==> config.mk <==
export PLATFORM = sky130hd
export DESIGN_NAME = bit_packer_msb_first_flat
export DESIGN_NICKNAME = d
export VERILOG_FILES = /design/src/bp_pkg.sv /design/src/bp_in_if.sv /design/src/bp_out_if.sv /design/src/bp_regs.sv /design/src/bp_ctrl.sv /design/src/bp_dpath.sv /design/src/bit_packer_msb_first.sv /design/src/flat_wrapper.sv
export SDC_FILE = /design/constraint.sdc
export NUM_CORES = 1
export LEC_CHECK = 0
export BUFFER_PORTS_ARGS = -buffer_cell sky130_fd_sc_hd__buf_2
export CORE_ASPECT_RATIO = 0.6
export CORE_MARGIN = 5
export CORE_UTILIZATION = 35
export DETAILED_ROUTE_END_ITERATION = 10
export MAX_ROUTING_LAYER = met4
export SLEW_MARGIN = 20
export SYNTH_ARGS = -nofsm -noshare
export SYNTH_HDL_FRONTEND = slang
export SYNTH_SLANG_ARGS = --single-unit
==> constraint.sdc <==
create_clock -name clk -period 8.94 [get_ports clk]
set_input_delay 2.235 -clock clk [delete_from_list [all_inputs] [get_ports clk]]
set_output_delay 2.235 -clock clk [all_outputs]
set_load 0.05 [all_outputs]
==> src/bp_pkg.sv <==
// Shared types and constants for the MSB-first bit packer.
package bp_pkg;

  // Fixed field widths
  localparam int OP_W          = 2;
  localparam int CODE_VALUE_W  = 32;
  localparam int BIT_COUNT_W   = 6;
  localparam int BYTE_BITS     = 8;
  localparam int PEND_W        = BYTE_BITS - 1;
  localparam int PCNT_W        = 3;
  localparam int BYTE_CNT_W    = 32;

  // Default code width limit
  localparam int DEF_MAX_CODE_BITS = 32;

  // Register port
  localparam int CFG_ADDR_W = 3;
  localparam int CFG_DATA_W = 32;
  localparam int REG_IDX_W  = 1;
  localparam logic [REG_IDX_W-1:0] REG_BYTE_LIMIT = 1'b0;
  localparam logic [CFG_DATA_W-1:0] BYTE_LIMIT_RESET = '1;

  // Item opcodes
  typedef enum logic [OP_W-1:0] {
    OP_WRITE  = 2'd0,
    OP_FINISH = 2'd1,
    OP_START  = 2'd2
  } op_t;

  // Controller states
  typedef enum logic {
    ST_IDLE,
    ST_BUSY
  } state_t;

  // Controller to datapath
  typedef struct packed {
    logic load;
    logic step;
  } bp_cmd_t;

  // Datapath to controller
  typedef struct packed {
    logic out_free;
    logic step_done;
  } bp_status_t;

endpackage

==> src/bp_in_if.sv <==
// Input item channel: valid/ready handshake with code payload.
interface bp_in_if
  import bp_pkg::*;
();
  logic                    valid;
  logic                    ready;
  logic [OP_W-1:0]         op;
  logic [CODE_VALUE_W-1:0] code_value;
  logic [BIT_COUNT_W-1:0]  bit_count;

  modport source (output valid, output op, output code_value, output bit_count,
                  input ready);
  modport sink   (input valid, input op, input code_value, input bit_count,
                  output ready);
endinterface

==> src/bp_out_if.sv <==
// Result item channel: valid/ready handshake with one packed byte.
interface bp_out_if
  import bp_pkg::*;
();
  logic                 valid;
  logic                 ready;
  logic [BYTE_BITS-1:0] out_byte;
  logic                 last;

  modport source (output valid, output out_byte, output last, input ready);
  modport sink   (input valid, input out_byte, input last, output ready);
endinterface

==> src/bp_regs.sv <==
// APB-style register block holding the byte limit.
module bp_regs
  import bp_pkg::*;
(
  input  logic                  clk,
  input  logic                  rst_n,
  input  logic                  psel,
  input  logic                  penable,
  input  logic                  pwrite,
  input  logic [CFG_ADDR_W-1:0] paddr,
  input  logic [CFG_DATA_W-1:0] pwdata,
  output logic [CFG_DATA_W-1:0] prdata,
  output logic                  pready,
  output logic [BYTE_CNT_W-1:0] byte_limit
);

  logic [CFG_DATA_W-1:0] byte_limit_r;
  logic [REG_IDX_W-1:0]  reg_idx;
  logic                  wr_en;

  assign reg_idx = paddr[CFG_ADDR_W-1:2];
  assign wr_en   = psel & penable & pwrite;
  assign pready  = 1'b1;

  // register write
  always_ff @(posedge clk) begin
    if (!rst_n) begin
      byte_limit_r <= BYTE_LIMIT_RESET;
    end else if (wr_en && (reg_idx == REG_BYTE_LIMIT)) begin
      byte_limit_r <= pwdata;
    end
  end

  // read decode
  always_comb begin
    unique case (reg_idx)
      REG_BYTE_LIMIT: prdata = byte_limit_r;
      default:        prdata = '0;
    endcase
  end

  assign byte_limit = byte_limit_r[BYTE_CNT_W-1:0];

endmodule

==> src/bp_ctrl.sv <==
// Controller: takes an item, then runs packing steps until it is done.
module bp_ctrl
  import bp_pkg::*;
(
  input  logic       clk,
  input  logic       rst_n,
  input  logic       in_valid,
  output logic       in_ready,
  input  bp_status_t status,
  output bp_cmd_t    cmd
);

  state_t state_r, state_nxt;

  always_ff @(posedge clk) begin
    if (!rst_n) begin
      state_r <= ST_IDLE;
    end else begin
      state_r <= state_nxt;
    end
  end

  // next state
  always_comb begin
    state_nxt = state_r;
    unique case (state_r)
      ST_IDLE: begin
        if (in_valid) state_nxt = ST_BUSY;
      end
      ST_BUSY: begin
        if (status.out_free && status.step_done) state_nxt = ST_IDLE;
      end
      default: state_nxt = ST_IDLE;
    endcase
  end

  // outputs
  always_comb begin
    in_ready = 1'b0;
    cmd      = '0;
    unique case (state_r)
      ST_IDLE: begin
        in_ready = 1'b1;
        cmd.load = in_valid;
      end
      ST_BUSY: begin
        cmd.step = status.out_free;
      end
      default: begin
        in_ready = 1'b0;
      end
    endcase
  end

endmodule

==> src/bp_dpath.sv <==
// Datapath: pending bits, left-aligned code, byte counter and output register.
module bp_dpath
  import bp_pkg::*;
#(
  parameter int MAX_CODE_BITS = DEF_MAX_CODE_BITS
) (
  input  logic                    clk,
  input  logic                    rst_n,
  input  bp_cmd_t                 cmd,
  output bp_status_t              status,
  input  logic [OP_W-1:0]         in_op,
  input  logic [CODE_VALUE_W-1:0] in_code_value,
  input  logic [BIT_COUNT_W-1:0]  in_bit_count,
  input  logic [BYTE_CNT_W-1:0]   byte_limit,
  output logic                    out_valid,
  input  logic                    out_ready,
  output logic [BYTE_BITS-1:0]    out_byte,
  output logic                    out_last
);

  localparam logic [BIT_COUNT_W-1:0] MAX_N = BIT_COUNT_W'(MAX_CODE_BITS);

  // item registers
  op_t                      op_r;
  logic [MAX_CODE_BITS-1:0] code_r, code_nxt;
  logic [BIT_COUNT_W-1:0]   n_r, n_nxt;

  // stream state
  logic [PEND_W-1:0]        pend_r, pend_nxt;
  logic [PCNT_W-1:0]        pcnt_r, pcnt_nxt;
  logic [BYTE_CNT_W-1:0]    bytes_r, bytes_nxt;
  logic                     active_r, active_nxt;

  // output register
  logic                     out_valid_r;
  logic [BYTE_BITS-1:0]     out_byte_r;
  logic                     out_last_r;

  // step signals
  logic [BIT_COUNT_W-1:0]   n_load;
  logic [MAX_CODE_BITS-1:0] code_load;
  logic [BYTE_BITS-1:0]     top8, top_sel;
  logic [PEND_W+BYTE_BITS-1:0] sel_sh, app_sh;
  logic [3:0]               missing, app_amt;
  logic [BIT_COUNT_W-1:0]   rest, total;
  logic [BYTE_CNT_W-1:0]    bytes_inc;
  logic                     limit_hit, next_hit;
  logic                     emit_c, emit_last, closing, step_done;

  // clamp count and left-align the code so the first bit sits at the top
  assign n_load    = (in_bit_count > MAX_N) ? MAX_N : in_bit_count;
  assign code_load = in_code_value[MAX_CODE_BITS-1:0] << (MAX_N - n_load);

  // byte assembly from pending bits and the top of the code
  assign top8    = code_r[MAX_CODE_BITS-1 -: BYTE_BITS];
  assign top_sel = closing ? '0 : top8;
  assign sel_sh  = {pend_r, top_sel} >> pcnt_r;
  assign app_amt = 4'(BYTE_BITS) - {1'b0, n_r[2:0]};
  assign app_sh  = {pend_r, top8} >> app_amt;
  assign missing = 4'(BYTE_BITS) - {1'b0, pcnt_r};
  assign rest    = n_r - {2'b00, missing};
  assign total   = n_r + {3'b000, pcnt_r};

  // saturating byte count and limit checks
  assign bytes_inc = (bytes_r == '1) ? bytes_r : bytes_r + 1'b1;
  assign limit_hit = (bytes_r >= byte_limit);
  assign next_hit  = (bytes_inc >= byte_limit);

  // one packing step
  always_comb begin
    pend_nxt   = pend_r;
    pcnt_nxt   = pcnt_r;
    n_nxt      = n_r;
    code_nxt   = code_r;
    bytes_nxt  = bytes_r;
    active_nxt = active_r;
    emit_c     = 1'b0;
    emit_last  = 1'b0;
    closing    = 1'b0;
    step_done  = 1'b1;
    case (op_r)
      OP_WRITE: begin
        if (!active_r || (n_r == '0)) begin
          step_done = 1'b1;
        end else if (limit_hit) begin
          // limit reached: flush partial byte and close
          closing    = 1'b1;
          emit_c     = (pcnt_r != '0);
          emit_last  = 1'b1;
          pend_nxt   = '0;
          pcnt_nxt   = '0;
          active_nxt = 1'b0;
          bytes_nxt  = emit_c ? bytes_inc : bytes_r;
        end else if (total < BIT_COUNT_W'(BYTE_BITS)) begin
          // code fits in the pending buffer
          pend_nxt = app_sh[PEND_W-1:0];
          pcnt_nxt = total[PCNT_W-1:0];
          n_nxt    = '0;
        end else begin
          // a full byte is ready
          emit_c    = 1'b1;
          emit_last = !((rest >= BIT_COUNT_W'(BYTE_BITS)) && !next_hit);
          code_nxt  = code_r << missing;
          n_nxt     = rest;
          pend_nxt  = '0;
          pcnt_nxt  = '0;
          bytes_nxt = bytes_inc;
          step_done = (rest == '0);
        end
      end
      OP_FINISH: begin
        closing    = 1'b1;
        emit_c     = active_r && (pcnt_r != '0);
        emit_last  = 1'b1;
        pend_nxt   = '0;
        pcnt_nxt   = '0;
        active_nxt = 1'b0;
        bytes_nxt  = emit_c ? bytes_inc : bytes_r;
      end
      OP_START: begin
        closing    = 1'b1;
        emit_c     = active_r && (pcnt_r != '0);
        emit_last  = 1'b1;
        pend_nxt   = '0;
        pcnt_nxt   = '0;
        active_nxt = 1'b1;
        bytes_nxt  = '0;
      end
      default: begin
        step_done = 1'b1;
      end
    endcase
  end

  // item registers
  always_ff @(posedge clk) begin
    if (cmd.load) begin
      op_r   <= op_t'(in_op);
      code_r <= code_load;
      n_r    <= n_load;
    end else if (cmd.step) begin
      code_r <= code_nxt;
      n_r    <= n_nxt;
    end
  end

  // stream state
  always_ff @(posedge clk) begin
    if (!rst_n) begin
      pend_r   <= '0;
      pcnt_r   <= '0;
      bytes_r  <= '0;
      active_r <= 1'b1;
    end else if (cmd.step) begin
      pend_r   <= pend_nxt;
      pcnt_r   <= pcnt_nxt;
      bytes_r  <= bytes_nxt;
      active_r <= active_nxt;
    end
  end

  // output register
  always_ff @(posedge clk) begin
    if (!rst_n) begin
      out_valid_r <= 1'b0;
    end else if (cmd.step && emit_c) begin
      out_valid_r <= 1'b1;
    end else if (out_ready) begin
      out_valid_r <= 1'b0;
    end
  end

  always_ff @(posedge clk) begin
    if (cmd.step && emit_c) begin
      out_byte_r <= sel_sh[BYTE_BITS-1:0];
      out_last_r <= emit_last;
    end
  end

  assign out_valid        = out_valid_r;
  assign out_byte         = out_byte_r;
  assign out_last         = out_last_r;
  assign status.out_free  = !out_valid_r || out_ready;
  assign status.step_done = step_done;

  // pending bits always fit in the pending count
  a_pend_fits: assert property (@(posedge clk) disable iff (!rst_n)
    (pend_r >> pcnt_r) == '0)
    else $error("pending bits exceed pending count");

  // a byte is only produced when the output register can take it
  a_emit_free: assert property (@(posedge clk) disable iff (!rst_n)
    (cmd.step && emit_c) |-> status.out_free)
    else $error("byte produced while output register is full");

  // a closed stream ignores write items
  a_closed_quiet: assert property (@(posedge clk) disable iff (!rst_n)
    (cmd.step && (op_r == OP_WRITE) && !active_r) |-> (!emit_c && step_done))
    else $error("write on closed stream produced output");

  // remaining code bits never exceed the code width
  a_n_range: assert property (@(posedge clk) disable iff (!rst_n)
    cmd.step |-> (n_r <= MAX_N))
    else $error("remaining bit count out of range");

endmodule

==> src/bit_packer_msb_first.sv <==
// MSB-first variable-length bit packer: one code per input item, one byte per
// result item. An item is taken while the packer is idle, then it runs one step
// per cycle: each step emits at most one byte, appends a short tail to the
// pending buffer, or closes the stream. Steps pause while the output register
// holds an untaken byte, and a new item is not taken until the last one is done.
// byte_limit (address 0) closes the stream once that many bytes have gone out.
module bit_packer_msb_first
  import bp_pkg::*;
#(
  parameter int MAX_CODE_BITS = DEF_MAX_CODE_BITS
) (
  input  logic                  clk,
  input  logic                  rst_n,
  bp_in_if.sink                 in_if,
  bp_out_if.source              out_if,
  input  logic                  psel,
  input  logic                  penable,
  input  logic                  pwrite,
  input  logic [CFG_ADDR_W-1:0] paddr,
  input  logic [CFG_DATA_W-1:0] pwdata,
  output logic [CFG_DATA_W-1:0] prdata,
  output logic                  pready
);

  bp_cmd_t               cmd;
  bp_status_t            status;
  logic [BYTE_CNT_W-1:0] byte_limit;
  logic                  in_ready;

  // configuration registers
  bp_regs u_regs (
    .clk        (clk),
    .rst_n      (rst_n),
    .psel       (psel),
    .penable    (penable),
    .pwrite     (pwrite),
    .paddr      (paddr),
    .pwdata     (pwdata),
    .prdata     (prdata),
    .pready     (pready),
    .byte_limit (byte_limit)
  );

  // sequencing
  bp_ctrl u_ctrl (
    .clk      (clk),
    .rst_n    (rst_n),
    .in_valid (in_if.valid),
    .in_ready (in_ready),
    .status   (status),
    .cmd      (cmd)
  );

  assign in_if.ready = in_ready;

  // packing datapath
  bp_dpath #(
    .MAX_CODE_BITS (MAX_CODE_BITS)
  ) u_dpath (
    .clk           (clk),
    .rst_n         (rst_n),
    .cmd           (cmd),
    .status        (status),
    .in_op         (in_if.op),
    .in_code_value (in_if.code_value),
    .in_bit_count  (in_if.bit_count),
    .byte_limit    (byte_limit),
    .out_valid     (out_if.valid),
    .out_ready     (out_if.ready),
    .out_byte      (out_if.out_byte),
    .out_last      (out_if.last)
  );

endmodule

==> src/flat_wrapper.sv <==
// flat-port wrapper written by rule: the top's interface ports become plain ports
module bit_packer_msb_first_flat import bp_pkg::*;
#(
  parameter int MAX_CODE_BITS = DEF_MAX_CODE_BITS
)
  (clk, rst_n, psel, penable, pwrite, paddr, pwdata, prdata, pready, in_if_valid, in_if_op, in_if_code_value, in_if_bit_count, in_if_ready, out_if_valid, out_if_out_byte, out_if_last, out_if_ready);
  bp_in_if in_if_i ();
  bp_out_if out_if_i ();
  input  logic clk;
  input  logic rst_n;
  input  logic psel;
  input  logic penable;
  input  logic pwrite;
  input  logic [CFG_ADDR_W-1:0] paddr;
  input  logic [CFG_DATA_W-1:0] pwdata;
  output logic [CFG_DATA_W-1:0] prdata;
  output logic pready;
  input wire logic [$bits(in_if_i.valid)-1:0] in_if_valid;
  input wire logic [$bits(in_if_i.op)-1:0] in_if_op;
  input wire logic [$bits(in_if_i.code_value)-1:0] in_if_code_value;
  input wire logic [$bits(in_if_i.bit_count)-1:0] in_if_bit_count;
  output wire logic [$bits(in_if_i.ready)-1:0] in_if_ready;
  output wire logic [$bits(out_if_i.valid)-1:0] out_if_valid;
  output wire logic [$bits(out_if_i.out_byte)-1:0] out_if_out_byte;
  output wire logic [$bits(out_if_i.last)-1:0] out_if_last;
  input wire logic [$bits(out_if_i.ready)-1:0] out_if_ready;
  assign in_if_i.valid = in_if_valid;
  assign in_if_i.op = in_if_op;
  assign in_if_i.code_value = in_if_code_value;
  assign in_if_i.bit_count = in_if_bit_count;
  assign in_if_ready = in_if_i.ready;
  assign out_if_valid = out_if_i.valid;
  assign out_if_out_byte = out_if_i.out_byte;
  assign out_if_last = out_if_i.last;
  assign out_if_i.ready = out_if_ready;
  bit_packer_msb_first #(.MAX_CODE_BITS(MAX_CODE_BITS)) u_core (.clk(clk), .rst_n(rst_n), .in_if(in_if_i), .out_if(out_if_i), .psel(psel), .penable(penable), .pwrite(pwrite), .paddr(paddr), .pwdata(pwdata), .prdata(prdata), .pready(pready));
endmodule
* After elaboration in Yosys (flattened, before gate mapping)
Cells that the tools add are included.
** Storage, ports and cells
- Register bits after elaboration :: 126
- Input bits :: 82
- Output and inout bits :: 44
- Word-level logic and storage cells :: 124
** Operators by class
- Add/subtract/negate cells :: 6
- Magnitude comparators :: 5
- Equal/unequal tests :: 11
- Shifts and indexed selects :: 4
- Multiplexer cells :: 56
- Bitwise logic cells :: 4
- Reduce and logical (&&, ||, !) cells :: 26
** Operators by type and width (number)
- 32-bit 2-to-1 mux :: 13
- 32-bit case mux with 3 select lines :: 1
- 32-bit greater-or-equal comparator :: 2
- 6-bit 2-to-1 mux :: 7
- 32-bit by 1-bit adder with 32-bit output (second input constant) :: 1
- 32-bit equality test (second input constant) :: 1
- 32-bit by 4-bit left shift with 32-bit output :: 1
- 32-bit by 6-bit left shift with 32-bit output :: 1
- 1-bit 2-to-1 mux :: 21
- 7-bit 2-to-1 mux :: 3
- 15-bit by 3-bit >> shifter with 8-bit output :: 1
- 15-bit by 4-bit >> shifter with 7-bit output :: 1
- 7-bit case mux with 2 select lines :: 1
- 6-bit logical NOT :: 2
- 3-bit 2-to-1 mux :: 3
- 8-bit 2-to-1 mux :: 1
- 1-bit case mux with 2 select lines :: 4
- 4-bit AND reduction :: 2
- 2-bit nonzero test :: 4
- 4-bit by 3-bit subtractor with 4-bit output (first input constant) :: 2
- 6-bit by 3-bit adder with 6-bit output :: 1
- 6-bit by 4-bit greater-or-equal comparator with 1-bit output (second input constant) :: 1
- 6-bit greater-than comparator (second input constant) :: 1
- 6-bit by 4-bit less-than comparator with 1-bit output (second input constant) :: 1
- other kinds (20) :: 36

* Logic depth before layout (Yosys ltp)
- Depth in word-level cells :: 10
- Depth in mapped cells :: 16
- Mapped depth without buffers :: 14

* Cells and area by module
From an unflattened synthesis, not the netlist that was laid out.
** Unflattened totals
- Cell total of the unflattened synthesis :: 1385
- Area total of the unflattened synthesis :: 11678.7 um^2
** By module, submodules not included
- bp_dpath :: times used 1, cells an instance 1202, area each 9929.5 um^2, sequential area each 2352.3 um^2
- bp_regs :: times used 1, cells an instance 177, area each 1697.9 um^2, sequential area each 640.6 um^2
- bp_ctrl :: times used 1, cells an instance 6, area each 51.3 um^2, sequential area each 20.0 um^2

* Worst setup path before layout
No wires, ideal clock.
- Path kind :: input-to-output
- From :: in paddr[2]
- To :: out prdata[10]
- Data arrival time :: 3.219 ns
- Data required time :: 6.705 ns
- Setup slack :: 3.486 ns
- Stages on the path :: 3
- Path buffers :: 2
- Cell sequence :: clkbuf_1 > clkbuf_1 > nor2_1
** On the way
- Word-level cells in the longest chain between the ends :: 1
** Ends and longest elaborated chain
- start, declared :: RTL line flat_wrapper.sv:14 : input logic [CFG_ADDR_W-1:0] paddr;
- 32-bit 2-to-1 mux :: RTL line bp_regs.sv:36 : unique case (reg_idx)
- end, declared :: RTL line flat_wrapper.sv:16 : output logic [CFG_DATA_W-1:0] prdata;
No other way between the ends.

* Worst setup path after layout
- From :: in in_if_bit_count[5]
- To :: reg u_core.u_dpath.code_r[30], data pin
** On the way
- Word-level cells in the longest chain between the ends :: 5
** Ends and longest elaborated chain
- start, declared :: RTL line flat_wrapper.sv:21 : input wire logic [$bits(in_if_i.bit_count)-1:0] in_if_bit_count;
- 6-bit greater-than comparator :: RTL line bp_dpath.sv:51 : assign n_load = (in_bit_count > MAX_N) ? MAX_N : in_bit_count;
- 6-bit 2-to-1 mux (*) :: RTL line bp_dpath.sv:51
- 6-bit subtractor (*) :: RTL line bp_dpath.sv:52 : assign code_load = in_code_value[MAX_CODE_BITS-1:0] << (MAX_N - n_load);
- 32-bit by 6-bit left shift with 32-bit output (*) :: RTL line bp_dpath.sv:52
- 32-bit 2-to-1 mux (*) :: RTL line bp_dpath.sv:137 : if (cmd.load) begin
- end signal, assigned :: RTL line bp_dpath.sv:139 : code_r <= code_load;
- end signal, assigned :: RTL line bp_dpath.sv:142 : code_r <= code_nxt;
- end, declared :: RTL line bp_dpath.sv:25 : logic [MAX_CODE_BITS-1:0] code_r, code_nxt;
Every way passes the cells marked *; elsewhere a longest branch is shown, timed or not.
A chain may end at the register's enable or synchronous reset.

==> reports/summary.txt <==
Worst Hold Class = reg -> reg
Sequential element share of the synthesized area = 25.49%
Fill cells = 3334
RSZ-0062 raised after global routing = false
CP arrival = 6.51 ns
DRC = 0
Post-synth top area share = 13.04%
Starting Density = 35.27%
Largest fanout on the critical path = 23
Post-route setup TNS = 0 ns
H-tree depth = 4
ANT cells = 0
Cells after synthesis = 1378
Vias in the first global route = 9894
Relative slew slack = 30.11%
Layout area overhead = 12.14%
Syn nets = 1542
Multi-input logic area = 0.008173 mm2
Startpoint Class = primary input
PD cells = 140.9 mW/mm2
Slowest cell on crit path = clkinv_1
CP top delay family = buffers and inverters
Worst Setup End Kind = register
TritonCTS buffer count = 17
First-pass iteration count of the detailed router = 6
Cell area after layout = 0.01325 mm2
Peak supply drop = 0.0001296 V
Max Cap Viol = 0
Compound-Gate Fraction of Synth Area = 20.03%
Crit Path Category = in -> reg
Xor/xnor cell area share of the yosys netlist = 2.890%
Post_cts resized = 0
Clock Skew = 0.01327 ns
CTS Buffer Depth = 2
DRT iter0 DRCs = 1356
Synth Area per Inst = 8.577 um2
Crit path cell chain = buf_2 > nor2b_2 > buf_4 > inv_2 > ha_1 > clkinv_1 > a21oi_1 > a211oi_1 > a21oi_1 > mux2i_1 > mux2i_1 > o22ai_1
Netlist cell types = 86
Top post-synthesis cells by area = dfxtp_1, edfxtp_1, mux2i_1, ha_1, mux4_2
Most frequent cells in the layout = nand2_1, mux2i_1, buf_2
Tot GR Track Use = 19.35%
# rows = 52
Initial antenna violation count = 0
CTS tree = yes
Placed cell areas = 0.01271 mm2
Hold Violations, Final = 0
DR vias/cell = 5.771
Worst hold margin = 0.5110 ns
Via Count = 11020
Proportion of synthesized area in mux cells = 18.90%
Pin count of the biggest net entering global routing = 77
Hold buffers post-CTS = 0
Top-Level Pins = 126
Yosys reg bits = 126
Minimum clock period = 6.340 ns
Final #Nets = 1602
Outcome = finished clean
IO Port Bufs = 122
Slew Viols, Final = 0
First-pass GRT wire length = 57.05 mm
Synth Area in Adders = 8.808%
Die height = 152.3 um
CP peak stage delay = 0.98 ns
Clock sink total = 126
Top cell type by total area after synthesis = dfxtp_1
Most used routing layer = met1
Main flop type after synthesis = dfxtp_1
Most common cell after layout, fill and taps aside = nand2_1
Post-CTS setup repair buffer count = 0
Reg clk slew, reported paths = 0.07 ns
Buffers & Inverters on Critical Path = 4
DIE AREA = 0.03766 mm2
Antenna viol nets, final = 0
HPWL after detailed placement = 28.04 mm
GR Util met1 = 31.01%
M3 GR Usage = 4.716%
Final worst-path cycle share = 70.91%
Post-Syn Area = 0.01182 mm2
Simple logic cell fraction of the synthesized area = 18.34%
Die width = 247.2 um
Routed length per placed instance = 19.12 um
GR Util met2 = 23.92%
Fraction of final layout cells with drive strength greater than 1 = 17.09%
Setup violators final = 0
Register area = 0.003014 mm2
Post-synth ARST share = 0%
Synth warn = 0
Clk_lat worst skew = 0.43 ns
Number of flops mapped to enable cells by yosys = 49
Routability cong. = 0.9443
GR Overflow Total = 0
Max Clk Rate = 157.7 MHz
Static Leak = 0.005689 uW
Req. time, crit path = 9.11 ns
Largest family of logic cells by synthesized area = compound AO/OA/AOI/OAI gates
Core area = 0.03351 mm2
Total wire length = 36.53 mm
Clk root buf = clkbuf_16
Worst-margin pin slew = 1.046 ns
[cell type report]
class | instances | share of cell area (%)
flip-flops and latches | 126 | 22.74
repair buffers | 135 | 5.343
multi-input cells | 1093 | 61.66
clock buffers | 19 | 3.417
clock inverters | 13 | 0.6608
inverters | 65 | 1.841
well taps | 459 | 4.333
[final timing paths]
kind	from	end	slack (ns)	cells after the start
worst max register to register	u_core.u_dpath.pcnt_r[0]$_SDFFE_PN0P_	u_core.u_dpath.out_last$_SDFFCE_PN0P_	4.26	12
worst max-delay path	in_if_bit_count[5]	u_core.u_dpath.code_r[30]$_DFFE_PP_	2.60	12
worst min-delay path	u_core.u_dpath.bytes_r[20]$_SDFFE_PN0P_	u_core.u_dpath.bytes_r[20]$_SDFFE_PN0P_	0.51	2
worst min register to register	u_core.u_dpath.bytes_r[20]$_SDFFE_PN0P_	u_core.u_dpath.bytes_r[20]$_SDFFE_PN0P_	0.51	2
[synthesized netlist by cell type, types with 23 or more instances]
master	instances
a21oi_1	83
clkbuf_1	55
dfxtp_1	77
edfxtp_1	49
ha_1	80
inv_1	59
mux2i_1	132
mux4_2	35
nand2_1	180
nand4_1	23
nor2_1	105
nor3_1	23
o211ai_1	41
o21ai_0	55
o22ai_1	33
[state kept, by name (all words and copies together) (netlist names)]
signal / count
u_core.u_dpath.pend_r: 7
u_core.u_ctrl.state_r: 1
u_core.u_dpath.op_r: 2
u_core.u_dpath.bytes_r: 32
u_core.u_dpath.n_r: 6
u_core.u_dpath.active_r: 1
u_core.u_dpath.pcnt_r: 3
u_core.u_dpath.code_r: 32
u_core.u_dpath.out_last: 1
u_core.u_dpath.out_byte: 8
u_core.u_dpath.out_valid: 1
u_core.u_regs.byte_limit: 32
[cells by family (layout without fill, tap and decap cells)]
group | after synthesis | in the layout
XOR/XNOR | 39 | 39
flip-flops | 126 | 126
other | 1 | 1
AND/OR/NAND/NOR | 449 | 449
AO/OA/AOI/OAI | 344 | 344
multiplexers | 178 | 178
buffers and inverters | 159 | 232
adder cells (fa/ha/maj) | 82 | 82
[report_power, final]
group / internal (uW) / switching (uW)
clock: 368 / 286
combinational: 202 / 334
sequential: 640 / 37.5
total: 1210 / 658
[through the flow]
| stage | instances | utilization (%) | total power (uW) | setup slack [ns] |
|---|---|---|---|---|
| after detailed placement | 1878 | 37.94 | 1212 | 2.255 |
| after global placement | 1878 | 37.94 | 1205 | 2.395 |
| after global routing | 1910 | 39.56 | 1950 | 2.289 |
| final | 1910 | 39.56 | 1868 | 2.600 |
| after CTS | 1910 | 39.55 | 1869 | 2.703 |
| after floorplan | 1378 | - | 1063 | 3.486 |
[worst reg2reg max path: cells and delay by family, from the launching register on]
family / cells / cell delay (ns)
buffers and inverters: 3 / 1.63
AO/OA/AOI/OAI: 5 / 1.24
adder cells (fa/ha/maj): 3 / 1.08
flip-flops: 1 / 0.32
AND/OR/NAND/NOR: 1 / 0.17
[layer usage]
metal / wire [um] / vias to the layer above / part of all wire [%]
met2: 14300 / 430 / 39
li1: - / 5282 / -
met1: 18760 / 5278 / 51
met3: 3072 / 32 / 8.4
met4: 398 / 0 / 1.1
met5: 0 / - / 0
Power figures use the tool's default switching activity.
